==> config.mk <==
export PLATFORM = sky130hd
export DESIGN_NAME = ctb_ptrs
export DESIGN_NICKNAME = d
export VERILOG_FILES = /design/src/hw/rtl/circular_trace_buffer_defines.svh /design/src/hw/rtl/ctb_pkg.sv /design/src/hw/rtl/ctb_ptrs.sv
export SDC_FILE = /design/constraint.sdc
export NUM_CORES = 1
export LEC_CHECK = 0
export ABC_AREA = 1
export BUFFER_PORTS_ARGS = -buffer_cell sky130_fd_sc_hd__buf_2
export CORE_MARGIN = 5
export CORE_UTILIZATION = 25
export DETAILED_ROUTE_END_ITERATION = 6
export GPL_TIMING_DRIVEN = 0
export MAX_ROUTING_LAYER = met4
export PLACE_DENSITY = 0.51
export SLEW_MARGIN = 20
export SYNTH_ARGS = -nofsm -noshare
export SYNTH_HDL_FRONTEND = slang
export SYNTH_SLANG_ARGS = --single-unit
==> constraint.sdc <==
create_clock -name clk -period 4.3 [get_ports clk]
set_input_delay 0.43 -clock clk [delete_from_list [all_inputs] [get_ports clk]]
set_output_delay 0.43 -clock clk [all_outputs]
set_load 0.01 [all_outputs]
==> src/hw/rtl/circular_trace_buffer_defines.svh <==
// Assertion helpers for the trace buffer.
`ifndef CIRCULAR_TRACE_BUFFER_DEFINES_SVH
`define CIRCULAR_TRACE_BUFFER_DEFINES_SVH

// Same-cycle implication, disabled during reset.
`define CTB_ASSERT_NOW(label, clk, rst_n, ante, cons, msg) \
	label: assert property (@(posedge clk) disable iff (!rst_n) (ante) |-> (cons)) \
		else $error(msg);

// Next-cycle implication, disabled during reset.
`define CTB_ASSERT_NEXT(label, clk, rst_n, ante, cons, msg) \
	label: assert property (@(posedge clk) disable iff (!rst_n) (ante) |=> (cons)) \
		else $error(msg);

`endif

==> src/hw/rtl/ctb_pkg.sv <==
package ctb_pkg;

	// item kinds
	localparam logic [1:0] KIND_RECORD = 2'd0;
	localparam logic [1:0] KIND_READ   = 2'd1;
	localparam logic [1:0] KIND_CLEAR  = 2'd2;

	localparam int unsigned IDX_W = 16;

	typedef struct packed {
		logic [31:0] stamp;
		logic [15:0] evt_code;
		logic [15:0] evt_value;
	} ctb_entry_t;

	// pointer update commands for one accepted word
	typedef struct packed {
		logic rec;
		logic clr;
	} ctb_cmd_t;

endpackage

==> src/hw/rtl/ctb_ptrs.sv <==
module ctb_ptrs #(
	parameter int unsigned CAPACITY = 256,
	parameter int unsigned AW = 8,
	parameter int unsigned CW = 9
) (
	input  logic                     clk,
	input  logic                     arst_n,
	input  ctb_pkg::ctb_cmd_t        cmd,
	input  logic [ctb_pkg::IDX_W-1:0] read_index,
	output logic [AW-1:0]            wr_slot,
	output logic [AW-1:0]            rd_slot,
	output logic                     hit,
	output logic [CW-1:0]            held_count
);
	import ctb_pkg::*;

	logic [AW-1:0] head_q;
	logic [CW-1:0] count_q;
	logic          full;
	logic [AW-1:0] start;
	logic [CW:0]   sum;
	logic [CW:0]   sum_wrapped;

	assign full = (count_q == CW'(CAPACITY));
	assign hit  = (read_index < IDX_W'(count_q));

	// oldest entry: head once wrapped, slot 0 before
	assign start = full ? head_q : '0;
	// idx < count <= CAPACITY on a hit, so the sum stays below twice the capacity
	assign sum = (CW+1)'(start) + (CW+1)'(read_index[CW-1:0]);
	assign sum_wrapped = (sum >= (CW+1)'(CAPACITY)) ? sum - (CW+1)'(CAPACITY) : sum;
	assign rd_slot = sum_wrapped[AW-1:0];
	assign wr_slot = head_q;
	assign held_count = count_q;

	always_ff @(posedge clk or negedge arst_n) begin
		if (!arst_n) begin
			head_q  <= '0;
			count_q <= '0;
		end else if (cmd.clr) begin
			head_q  <= '0;
			count_q <= '0;
		end else if (cmd.rec) begin
			head_q <= (head_q == AW'(CAPACITY - 1)) ? '0 : head_q + 1'b1;
			if (!full) begin
				count_q <= count_q + 1'b1;
			end
		end
	end

endmodule

==> summary.md, run 1 <==
| Metric | Value |
|---|---|
| Aggregate global-route resource usage | `11.3%` |
| Number of hold-repair buffers added at the cts stage | `0` |
| Maximum net fanout on the critical path | `7` |
| Total wirelength of the detailed-routed design | `3990 microns` |
| Met3 track utilization from global routing | `2.70%` |
| Area of the mapped netlist | `1540 sq um` |
| TritonCTS Buffers | `3` |
| Yosys cell types | `26` |
| Final count of pins violating max slew | `0` |
| Clock root buffer | `sky130_fd_sc_hd__clkbuf_8` |
| Status | `finished, final reports clean` |
| Number of H-tree levels | `1` |
| TritonCTS clock tree | `yes` |
| Tightest Hold Check Type | `input pin to asynchronous set/reset pin` |
| R2R Path End | `held_count[2]$_DFFE_PN0P_` |
| Leakage power total | `0.00101 uW` |
| Cells after DPL | `337` |
| Switching share of total power | `28.6%` |
| Post-synthesis instance total | `217` |
| Number of flops mapped to enable cells by yosys | `0` |
| Synthesis-stage register bit count | `17` |
| Post-CTS setup-driven buffer insertion count | `0` |
| Area fraction of the dominant cell type after synthesis | `27.7%` |
| Data arrival, critical path | `3040 ps` |
| Critical R2R Launch | `held_count[0]$_DFFE_PN0P_` |
| Number of endpoints with negative hold slack in the final report | `0` |
| DR pass1 iterations | `4` |
| Flip-flop cell with the highest count after synthesis | `sky130_fd_sc_hd__dfrtp_1` |
| Pin count of the biggest net entering global routing | `18` |
| Number of buffers on the longest clock path | `2` |
| Share of the clock period used by the worst path after layout | `80.8%` |
| Most congested layer reported by global routing | `met2` |
| Top cells by instance count after synthesis | `56 x sky130_fd_sc_hd__nand2_1, 32 x sky130_fd_sc_hd__inv_1, 21 x sky130_fd_sc_hd__nor2_1` |
| Worst slew pin tran | `427 ps` |
| Unrepaired setup endpoints after global routing | `no` |
| Die Width | `88.4 microns` |
| Start-to-end type of the worst setup path | `flop to output pin` |
| Number of nets in the finished design | `306` |
| CTS sink count | `17` |
| Clock network fraction of design power | `33.7%` |
| Sequential element share of the synthesized area | `27.7%` |
| First-pass GRT wire length | `6710 microns` |
| Initial DRC Count | `43` |
| Power, Total | `362 uW` |
| Logic gate share of total power | `19.4%` |
| IO Pins | `46` |
| Shortest period the worst path allows | `3470 ps` |
| GRT met1 Usage | `13.9%` |
| Via density per instance | `4.43` |
| Final setup violating endpoints | `0` |
| DRC violation count after routing | `0` |
| Fraction of final layout cells sized beyond drive strength 1 | `22.2%` |
| Weighted congestion reported at the end of routability-driven placement | `0.784` |
| Logic depth of the worst register-to-register path | `9` |
| Total Neg Setup Slack | `0 ps` |
| Tightest slew margin relative to the limit | `71.5%` |
| Final global-route overflow total | `0` |
| Top post-synthesis cells by area | `sky130_fd_sc_hd__dfrtp_1 28%, sky130_fd_sc_hd__ha_1 15%, sky130_fd_sc_hd__nand2_1 14%` |
| Initial antenna violation count | `0` |
| Final Util | `31.9%` |
| Kind of start point of the critical path | `flop` |
| Highest Clock Rate | `288 MHz` |
| Final routed wire length divided by cell count | `11.7 microns` |
| Power density normalized to cell area | `190 nW/um^2` |
| Area growth from synthesis to final layout | `23.7%` |
| Average instance area after synthesis | `7.09 sq um` |
| Async set-reset flop share out of synthesis | `100%` |
| Half-perimeter wire length after detailed placement | `3290 microns` |
| Routed vias | `1510` |
| Met2 capacity usage during global routing | `18.9%` |
| Final Instance Count excl. Fillers | `341` |
| FP Rows | `28` |
| Vertical die dimension | `88.4 microns` |
| Critical path capture point type | `output pin` |
| Top-count cell post-synth | `sky130_fd_sc_hd__nand2_1` |
| Total nets after synthesis | `256` |
| Number of buffer cells added on primary ports | `45` |
| Internal power summed over all cells | `259 uW` |
| Residual antenna-violating net count after detailed routing | `0` |
| Max-Cap Viols | `0` |
| NetSw | `103 uW` |
| Number of diodes | `0` |
| Yosys warning total | `0` |
| Final setup skew | `1.22 ps` |
| Worst slack on hold paths | `105 ps` |
| Number of global-route vias before repair | `1479` |
| Cells resized by post-CTS repair | `0` |
| Core Area | `5960 sq um` |
| Register share of total power | `46.9%` |
| Register clock-pin slew on the reported worst setup and hold paths | `70 ps` |
| Die area | `7820 sq um` |
| Register-to-register path setup slack | `2720 ps` |
| Dominant cell type by area after synthesis | `sky130_fd_sc_hd__dfrtp_1` |
| Peak VDD IR | `0.0000862 V` |
| Insertion delay to the later sink of the worst-skew pair | `250 ps` |
| Critical path data required time | `3870 ps` |
| Initial Utilization | `25.8%` |
## logic make-up after synthesis
family | share of synthesized area [%]
buf+inv | 9.11
fa+ha+maj | 15.9
xor+xnor | 4.56
compound gates | 8.79
simple gates | 33.9
flops | 27.7
## worst max path at each step
stage | startpoint | endpoint | slack, ps
after global routing | held_count[0]$_DFFE_PN0P_ | rd_slot[6] | 530
after floorplan | held_count[0]$_DFFE_PN0P_ | rd_slot[6] | 1470
after global placement | held_count[0]$_DFFE_PN0P_ | rd_slot[6] | 1070
after detailed placement | held_count[0]$_DFFE_PN0P_ | rd_slot[6] | 1060
after CTS | held_count[0]$_DFFE_PN0P_ | rd_slot[6] | 770
final | held_count[0]$_DFFE_PN0P_ | rd_slot[6] | 830
## cells in the final DEF (no fill, tap or decap), drive strengths merged
cell,count
nor3,5
nand4,4
nand3b,2
a211oi,2
or2,1
a21oi,11
clkbuf,4
o21a,2
nor4,2
nand3,18
nor2,26
o21bai,1
buf,47
nand2,56
xor2,7
inv,33
nor3b,1
fa,1
xnor2,1
ha,18
dfrtp,17
o21ai,7
## registers in the layout (all words and copies together) (netlist names)
signal	count
held_count	9
wr_slot	8
## power by group through the flow
stage,clock (uW),combinational [uW],sequential [uW]
final,122,70.1,170
after global routing,135,81.3,171
after CTS,127,72.4,170
after detailed placement,0,71.3,173
after global placement,0,70.9,172
after floorplan,0,37.8,173
## final cells by class
type	count	area, sq um
Timing Repair Buffer	45	225
Multi-Input combinational cell	165	972
Inverter	33	124
Tap cell	75	93.8
Fill cell	679	4050
Buffer	2	16.3
Sequential cell	17	425
Clock buffer	4	45.0
## per-layer routing
layer,wire [microns],up-vias
met5,0,-
met4,40,0
met3,210,5
met2,1900,26
met1,1840,678
li1,-,801
## metrics by stage
| step | setup slack (ps) | cell area, sq um |
|---|---|---|
| detailed placement | 1060 | 1860 |
| global placement | 1070 | 1860 |
| finish | 827 | 1900 |
| floorplan | 1470 | 1540 |
| global route | 527 | 1900 |
| CTS | 771 | 1900 |
## critical path, cell delays in order, from the launching register on
cell and delay [ps]:
sky130_fd_sc_hd__dfrtp_1 450, sky130_fd_sc_hd__inv_1 100, sky130_fd_sc_hd__ha_1 150, sky130_fd_sc_hd__nand4_1 140
sky130_fd_sc_hd__nor2_4 190, sky130_fd_sc_hd__inv_1 140, sky130_fd_sc_hd__nor2_1 150, sky130_fd_sc_hd__ha_1 190
sky130_fd_sc_hd__inv_1 50, sky130_fd_sc_hd__fa_1 400, sky130_fd_sc_hd__o21ai_0 330, sky130_fd_sc_hd__nand3_1 110
sky130_fd_sc_hd__nand2_1 90, sky130_fd_sc_hd__xor2_1 140, sky130_fd_sc_hd__buf_2 150
Note: power is estimated with default switching activity, not from simulation.
==> run 2, diff against run 1 <==
ABC_AREA = 0   (was 1)
clock period = 3.5 ns   (was 4.3 ns; I/O delays follow)
==> run 2 against run 1 <==
Compared with the run above: non-clock buffer count up 9; flip-flop and latch count unchanged; synthesized cell count down 22%; utilization up 2.5 points; sequential share of layout area up 0.089 points; count of clock-buffer cells in the layout unchanged; largest cell class unchanged.
==> summary.md, run 2 <==
| Metric | Value |
|---|---|
| Data arrival, critical path | `3060 ps` |
| Weighted congestion reported at the end of routability-driven placement | `0.725` |
| Peak VDD IR | `0.000119 V` |
| Number of flops mapped to enable cells by yosys | `0` |
| Shortest period the worst path allows | `3410 ps` |
| Fraction of final layout cells sized beyond drive strength 1 | `32.0%` |
| Critical path capture point type | `output pin` |
| Routed vias | `1329` |
| Pin count of the biggest net entering global routing | `18` |
| Power density normalized to cell area | `230 nW/um^2` |
| Max-Cap Viols | `0` |
| CTS sink count | `17` |
| Average instance area after synthesis | `8.41 sq um` |
| Start-to-end type of the worst setup path | `flop to output pin` |
| Insertion delay to the later sink of the worst-skew pair | `250 ps` |
| Tightest slew margin relative to the limit | `66.4%` |
| Area of the mapped netlist | `1420 sq um` |
| Yosys warning total | `0` |
| Final global-route overflow total | `0` |
| Total Neg Setup Slack | `0 ps` |
| Aggregate global-route resource usage | `11.0%` |
| Final count of pins violating max slew | `0` |
| DR pass1 iterations | `4` |
| Leakage power total | `0.000916 uW` |
| R2R Path End | `held_count[1]$_DFFE_PN0P_` |
| Number of endpoints with negative hold slack in the final report | `0` |
| Unrepaired setup endpoints after global routing | `yes` |
| Highest Clock Rate | `294 MHz` |
| Share of the clock period used by the worst path after layout | `97.3%` |
| CP cell instances | `buf_6 -> or4_4 -> nor4_4 -> buf_4 -> buf_6 -> and2_4 -> ha_4 -> nor2b_2 -> o21ai_2 -> a21oi_2 -> buf_4 -> a311o_1 -> buf_2` |
| Commonest cells after routing, fill and taps aside | `44 x sky130_fd_sc_hd__buf_2, 26 x sky130_fd_sc_hd__nor2_1, 17 x sky130_fd_sc_hd__inv_1, 17 x sky130_fd_sc_hd__dfrtp_1, 16 x sky130_fd_sc_hd__ha_1` |
| Area growth from synthesis to final layout | `33.3%` |
| Die area | `7290 sq um` |
| Tightest Hold Check Type | `input pin to asynchronous set/reset pin` |
| Final setup violating endpoints | `0` |
| Final setup slack of the worst path | `94.7 ps` |
| Dominant cell type by area after synthesis | `sky130_fd_sc_hd__dfrtp_1` |
| TritonCTS clock tree | `yes` |
| Logic depth of the worst register-to-register path | `8` |
| FP Rows | `27` |
| Top-count cell post-synth | `sky130_fd_sc_hd__nor2_1` |
| Status | `finished, final reports clean` |
| Flip-flop count of the largest register, all copies and words added | `9` |
| Final routed wire length divided by cell count | `12.8 microns` |
| Async set-reset flop share out of synthesis | `100%` |
| Worst slack on hold paths | `26.3 ps` |
| Die Width | `85.4 microns` |
| Register clock-pin slew on the reported worst setup and hold paths | `60 ps` |
| Kind of start point of the critical path | `flop` |
| Most common cell after layout, fill and taps aside | `sky130_fd_sc_hd__buf_2` |
| Critical path data required time | `3150 ps` |
| Via density per instance | `4.47` |
| CP max stage cell | `sky130_fd_sc_hd__or4_4` |
| Number of nets in the finished design | `265` |
| Number of buffer cells added on primary ports | `43` |
| TritonCTS Buffers | `3` |
| Sequential element share of the synthesized area | `29.9%` |
| Initial antenna violation count | `0` |
| Clock root buffer | `sky130_fd_sc_hd__clkbuf_8` |
| Number of buffers on the longest clock path | `2` |
| First-pass GRT wire length | `6350 microns` |
| Multi-input combinational cell area | `952 sq um` |
| Final setup skew | `2.20 ps` |
| Total nets after synthesis | `208` |
| Initial DRC Count | `30` |
| Number of H-tree levels | `1` |
| Kind of cell adding the most delay to the critical path | `simple AND/OR/NAND/NOR gates` |
| Vertical die dimension | `85.4 microns` |
| Slowest Stage Delay on Critical Path | `540 ps` |
| IO Pins | `46` |
| Maximum net fanout on the critical path | `8` |
| Yosys cell types | `35` |
| Half-perimeter wire length after detailed placement | `3030 microns` |
| Residual antenna-violating net count after detailed routing | `0` |
| Number of diodes | `0` |
| Total wirelength of the detailed-routed design | `3820 microns` |
| Top post-synthesis cells by area | `sky130_fd_sc_hd__dfrtp_1 30%, sky130_fd_sc_hd__ha_1 16%, sky130_fd_sc_hd__nor2_1 7.1%` |
| Register-to-register path setup slack | `1500 ps` |
| Number of hold-repair buffers added at the cts stage | `0` |
| Critical R2R Launch | `held_count[2]$_DFFE_PN0P_` |
| Worst slew pin tran | `504 ps` |
| DRC violation count after routing | `0` |
| Filler cells | `593` |
| Area fraction of the dominant cell type after synthesis | `29.9%` |
| Core Area | `5510 sq um` |
| Top cells by instance count after synthesis | `27 x sky130_fd_sc_hd__nor2_1, 19 x sky130_fd_sc_hd__inv_1, 18 x sky130_fd_sc_hd__ha_1` |
| Initial Utilization | `25.8%` |
| Post-synthesis instance total | `169` |
| Number of global-route vias before repair | `1318` |
| Flip-flop cell with the highest count after synthesis | `sky130_fd_sc_hd__dfrtp_1` |
| Synthesis-stage register bit count | `17` |
| Sequential standard cell area | `425 sq um` |
| Power, Total | `435 uW` |
| Combined buffer and inverter count along the critical path | `5` |
| Worst-case setup slack after placement | `-149 ps` |
==> run 2: cell types whose count changed after synthesis, moves of 4 or more <==
cell,previous run,this run
sky130_fd_sc_hd__nand3_1,18,3
sky130_fd_sc_hd__xnor2_1,1,10
sky130_fd_sc_hd__inv_1,32,19
sky130_fd_sc_hd__nor2_1,21,27
sky130_fd_sc_hd__nor2_4,4,0
sky130_fd_sc_hd__nand2_1,56,13
sky130_fd_sc_hd__and2_1,0,6
==> run 2: timing repair <==
item,4_1_cts,5_1_grt
gates cloned,0,0
setup buffers,6,3
pin swaps,9,9
resized for setup,9,6
setup endpoints to repair,3,2
==> run 2: stage by stage <==
step                      cell area (sq um)  utilization, %  cells
after floorplan                        1420               -    169
after global placement                 1730            31.4    284
after detailed placement               1730            31.4    284
after CTS                              1850            33.7    294
after global routing                   1890            34.4    297
final                                  1890            34.4    297
==> run 2: worst register-to-register path, stage by stage, from the launching register on <==
cell	delay, ps
sky130_fd_sc_hd__dfrtp_1	390
sky130_fd_sc_hd__buf_6	120
sky130_fd_sc_hd__or4_4	540
sky130_fd_sc_hd__nor4_4	180
sky130_fd_sc_hd__buf_4	160
sky130_fd_sc_hd__buf_6	110
sky130_fd_sc_hd__nand2b_2	140
sky130_fd_sc_hd__mux2i_1	190
sky130_fd_sc_hd__nor2_1	50
==> run 2: layout make-up <==
type	count	area share, %
clock buffers	4	2.38
well taps	72	4.76
plain buffers	4	1.25
inverters	19	3.76
repair buffers	52	15.1
flip-flops and latches	17	22.5
multi-input cells	129	50.3
==> run 2: worst max path at each step <==
stage,from,to,slack (ps),depth (start not counted)
2_1_floorplan,held_count[2]$_DFFE_PN0P_,rd_slot[6],250,12
3_3_place_gp,held_count[2]$_DFFE_PN0P_,rd_slot[6],-170,13
3_5_place_dp,held_count[2]$_DFFE_PN0P_,rd_slot[6],-150,13
4_1_cts,held_count[2]$_DFFE_PN0P_,rd_slot[6],2,13
5_1_grt,held_count[2]$_DFFE_PN0P_,rd_slot[6],-30,13
6_report,held_count[2]$_DFFE_PN0P_,rd_slot[6],90,13
==> run 2: where the power goes <==
part | switching [uW] | internal, uW | total (uW)
clock | 64.2 | 80.7 | 145
combinational | 46.9 | 37.2 | 84.1
sequential | 5.46 | 201 | 206
total | 117 | 319 | 435
==> run 2: logic make-up after synthesis <==
| family | after synthesis | share of synthesized area, % |
|---|---|---|
| AND/OR/NAND/NOR | 68 | 23.9 |
| AO/OA/AOI/OAI | 23 | 10.3 |
| adder cells (fa/ha/maj) | 19 | 17.3 |
| flip-flops | 17 | 29.9 |
| multiplexers | 2 | 1.41 |
| XOR/XNOR | 17 | 10.5 |
| buffers and inverters | 23 | 6.69 |
==> run 2: routing by layer <==
metal	global-route usage (%)	share of wire (%)
met1	14.0	46
met2	18.2	49
met3	1.65	4.2
met4	2.59	0.73
met5	-	0
==> run 3, diff against run 2 <==
BUFFER_PORTS_ARGS = -buffer_cell sky130_fd_sc_hd__buf_4   (was -buffer_cell sky130_fd_sc_hd__buf_2)
==> run 3 against run 2 <==
Compared with the run above: critical path depth fell by 1; flip-flop and latch count did not move; die area did not move; sequential power barely moved; worst hold slack improved by 420 ps.
==> summary.md, run 3 (synthesized netlist as in run 2, its figures left out) <==
| Metric | Value |
|---|---|
| Status | `finished, final reports clean` |
| Most common cell after layout, fill and taps aside | `sky130_fd_sc_hd__buf_4` |
| Logic gate share of total power | `20.7%` |
| Data arrival, critical path | `3030 ps` |
| Share of the clock period used by the worst path after layout | `96.6%` |
| Flip-flop count of the largest register, all copies and words added | `9` |
| Shortest period the worst path allows | `3380 ps` |
| Initial Utilization | `25.8%` |
| Via density per instance | `4.48` |
| Worst slew pin tran | `457 ps` |
| Register share of total power | `46.4%` |
| First-pass GRT wire length | `6200 microns` |
| Routed vias | `1345` |
| TritonCTS Buffers | `3` |
| Highest Clock Rate | `296 MHz` |
| Final setup violating endpoints | `0` |
| TritonCTS clock tree | `yes` |
| Slowest Stage Delay on Critical Path | `550 ps` |
| Clock root buffer | `sky130_fd_sc_hd__clkbuf_8` |
| Number of buffer cells added on primary ports | `43` |
| Vertical die dimension | `85.4 microns` |
| Combined buffer and inverter count along the critical path | `2` |
| Half-perimeter wire length after detailed placement | `3020 microns` |
| Internal power summed over all cells | `326 uW` |
| Peak VDD IR | `0.000145 V` |
| Area growth from synthesis to final layout | `41.5%` |
| Number of global-route vias before repair | `1353` |
| Die Width | `85.4 microns` |
| Final count of pins violating max slew | `0` |
| Number of buffers on the longest clock path | `2` |
| Critical path data required time | `3150 ps` |
| Number of cells on the worst hold path | `2` |
| Initial antenna violation count | `0` |
| Fraction of final layout cells sized beyond drive strength 1 | `31.1%` |
| Switching share of total power | `26.8%` |
| Final setup slack of the worst path | `119 ps` |
| Worst-case setup slack after placement | `-200 ps` |
| Weighted congestion reported at the end of routability-driven placement | `0.737` |
| Clock network fraction of design power | `32.9%` |
| Number of nets in the finished design | `268` |
| Final Util | `36.5%` |
| Critical path depth | `12` |
| Filler cells | `581` |
| Register clock-pin slew on the reported worst setup and hold paths | `70 ps` |
| IO Pins | `46` |
| CP cell instances | `or4_4 -> nor4_4 -> and2_4 -> ha_4 -> inv_1 -> fa_2 -> nor2b_2 -> o21ai_2 -> a21oi_2 -> nor4_1 -> a311o_1 -> buf_4` |
| Number of endpoints with negative hold slack in the final report | `0` |
| Pin count of the biggest net entering global routing | `18` |
| Start-to-end type of the worst setup path | `flop to output pin` |
| NetSw | `119 uW` |
| DRC violation count after routing | `0` |
| Tightest slew margin relative to the limit | `69.6%` |
| Leakage power total | `0.000948 uW` |
| Final global-route overflow total | `0` |
| Residual antenna-violating net count after detailed routing | `0` |
| Power density normalized to cell area | `221 nW/um^2` |
| Core Area | `5510 sq um` |
| Final setup skew | `10.5 ps` |
| Logic depth of the worst register-to-register path | `6` |
| FP Rows | `27` |
| CP max stage cell | `sky130_fd_sc_hd__or4_4` |
| Kind of cell adding the most delay to the critical path | `simple AND/OR/NAND/NOR gates` |
| Final routed wire length divided by cell count | `12.6 microns` |
| Insertion delay to the later sink of the worst-skew pair | `250 ps` |
| DR pass1 iterations | `4` |
| Aggregate global-route resource usage | `10.7%` |
| Tightest Hold Check Type | `input pin to flop` |
| Kind of start point of the critical path | `flop` |
| Die area | `7290 sq um` |
| Total wirelength of the detailed-routed design | `3790 microns` |
| Commonest cells after routing, fill and taps aside | `55 x sky130_fd_sc_hd__buf_4, 27 x sky130_fd_sc_hd__nor2_1, 19 x sky130_fd_sc_hd__inv_1, 16 x sky130_fd_sc_hd__ha_1, 16 x sky130_fd_sc_hd__dfrtp_1` |
| Initial DRC Count | `46` |
| CTS sink count | `17` |
| Max-Cap Viols | `0` |
| Number of diodes | `0` |
| Number of H-tree levels | `1` |
| Maximum net fanout on the critical path | `3` |
| Critical path capture point type | `output pin` |
[run 3: cell count changes in the layout (fill, tap and decap cells not counted), sizes merged]
| cell | before | now |
|---|---|---|
| buf | 54 | 56 |
| clkbuf | 6 | 5 |
| clkinv | 0 | 1 |
| dlygate4sd3 | 0 | 1 |
[run 3: path summary, 6_finish.rpt]
check                                          start                   endpoint  slack, ps
min reg2reg                held_count[1]$_DFFE_PN0P_  held_count[1]$_DFFE_PN0P_        600
max                        held_count[3]$_DFFE_PN0P_                 rd_slot[6]        120
max reg2reg                held_count[3]$_DFFE_PN0P_  held_count[1]$_DFFE_PN0P_       1680
min in group asynchronous                     arst_n     wr_slot[5]$_DFFE_PN0P_        490
min                                           cmd[0]  held_count[7]$_DFFE_PN0P_        440
max in group asynchronous                     arst_n  held_count[2]$_DFFE_PN0P_       2800
[run 3: what timing repair did]
action / CTS / global route
cloned: 0 / 0
setup endpoints to repair: 3 / 1
buffers inserted: 8 / 4
pin swaps: 7 / 4
endpoints found under the hold margin: 17 / 0
hold buffers: 1 / 0
resized for setup: 7 / 3
[run 3: metal layers]
| metal | up-vias | track usage, % | wire [microns] |
|---|---|---|---|
| met5 | - | - | 0 |
| met4 | 0 | 3.17 | 23 |
| met3 | 2 | 1.46 | 148 |
| met2 | 25 | 18.4 | 1850 |
| met1 | 623 | 12.8 | 1760 |
| li1 | 695 | - | - |
[run 3: power by group through the flow]
stage,Sequential (uW),Clock [uW],Combinational (uW)
floorplan,211,0,44.6
global placement,210,0,91.3
detailed placement,210,0,92.1
CTS,207,151,93.1
global route,208,157,104
finish,207,146,92.0
[run 3: area by class of cell]
class | instances | area [sq um] | share of cell area (%)
multi-input cells | 129 | 941 | 46.8
flip-flops and latches | 17 | 427 | 21.2
repair buffers | 56 | 423 | 21.0
well taps | 72 | 90.1 | 4.48
inverters | 19 | 71.3 | 3.55
clock buffers | 3 | 41.3 | 2.05
plain buffers | 3 | 12.5 | 0.622
clock inverters | 1 | 5.00 | 0.249
[run 3: per-stage QoR]
step,power (uW),std cells,area (sq um),hold slack [ps],TNS (ps)
6_report,445,300,2010,445,0
5_1_grt,469,300,2010,466,-5.09
4_1_cts,452,296,1960,448,0
3_5_place_dp,302,284,1830,235,-200
3_3_place_gp,301,284,1830,234,-168
2_1_floorplan,255,169,1420,54.4,0
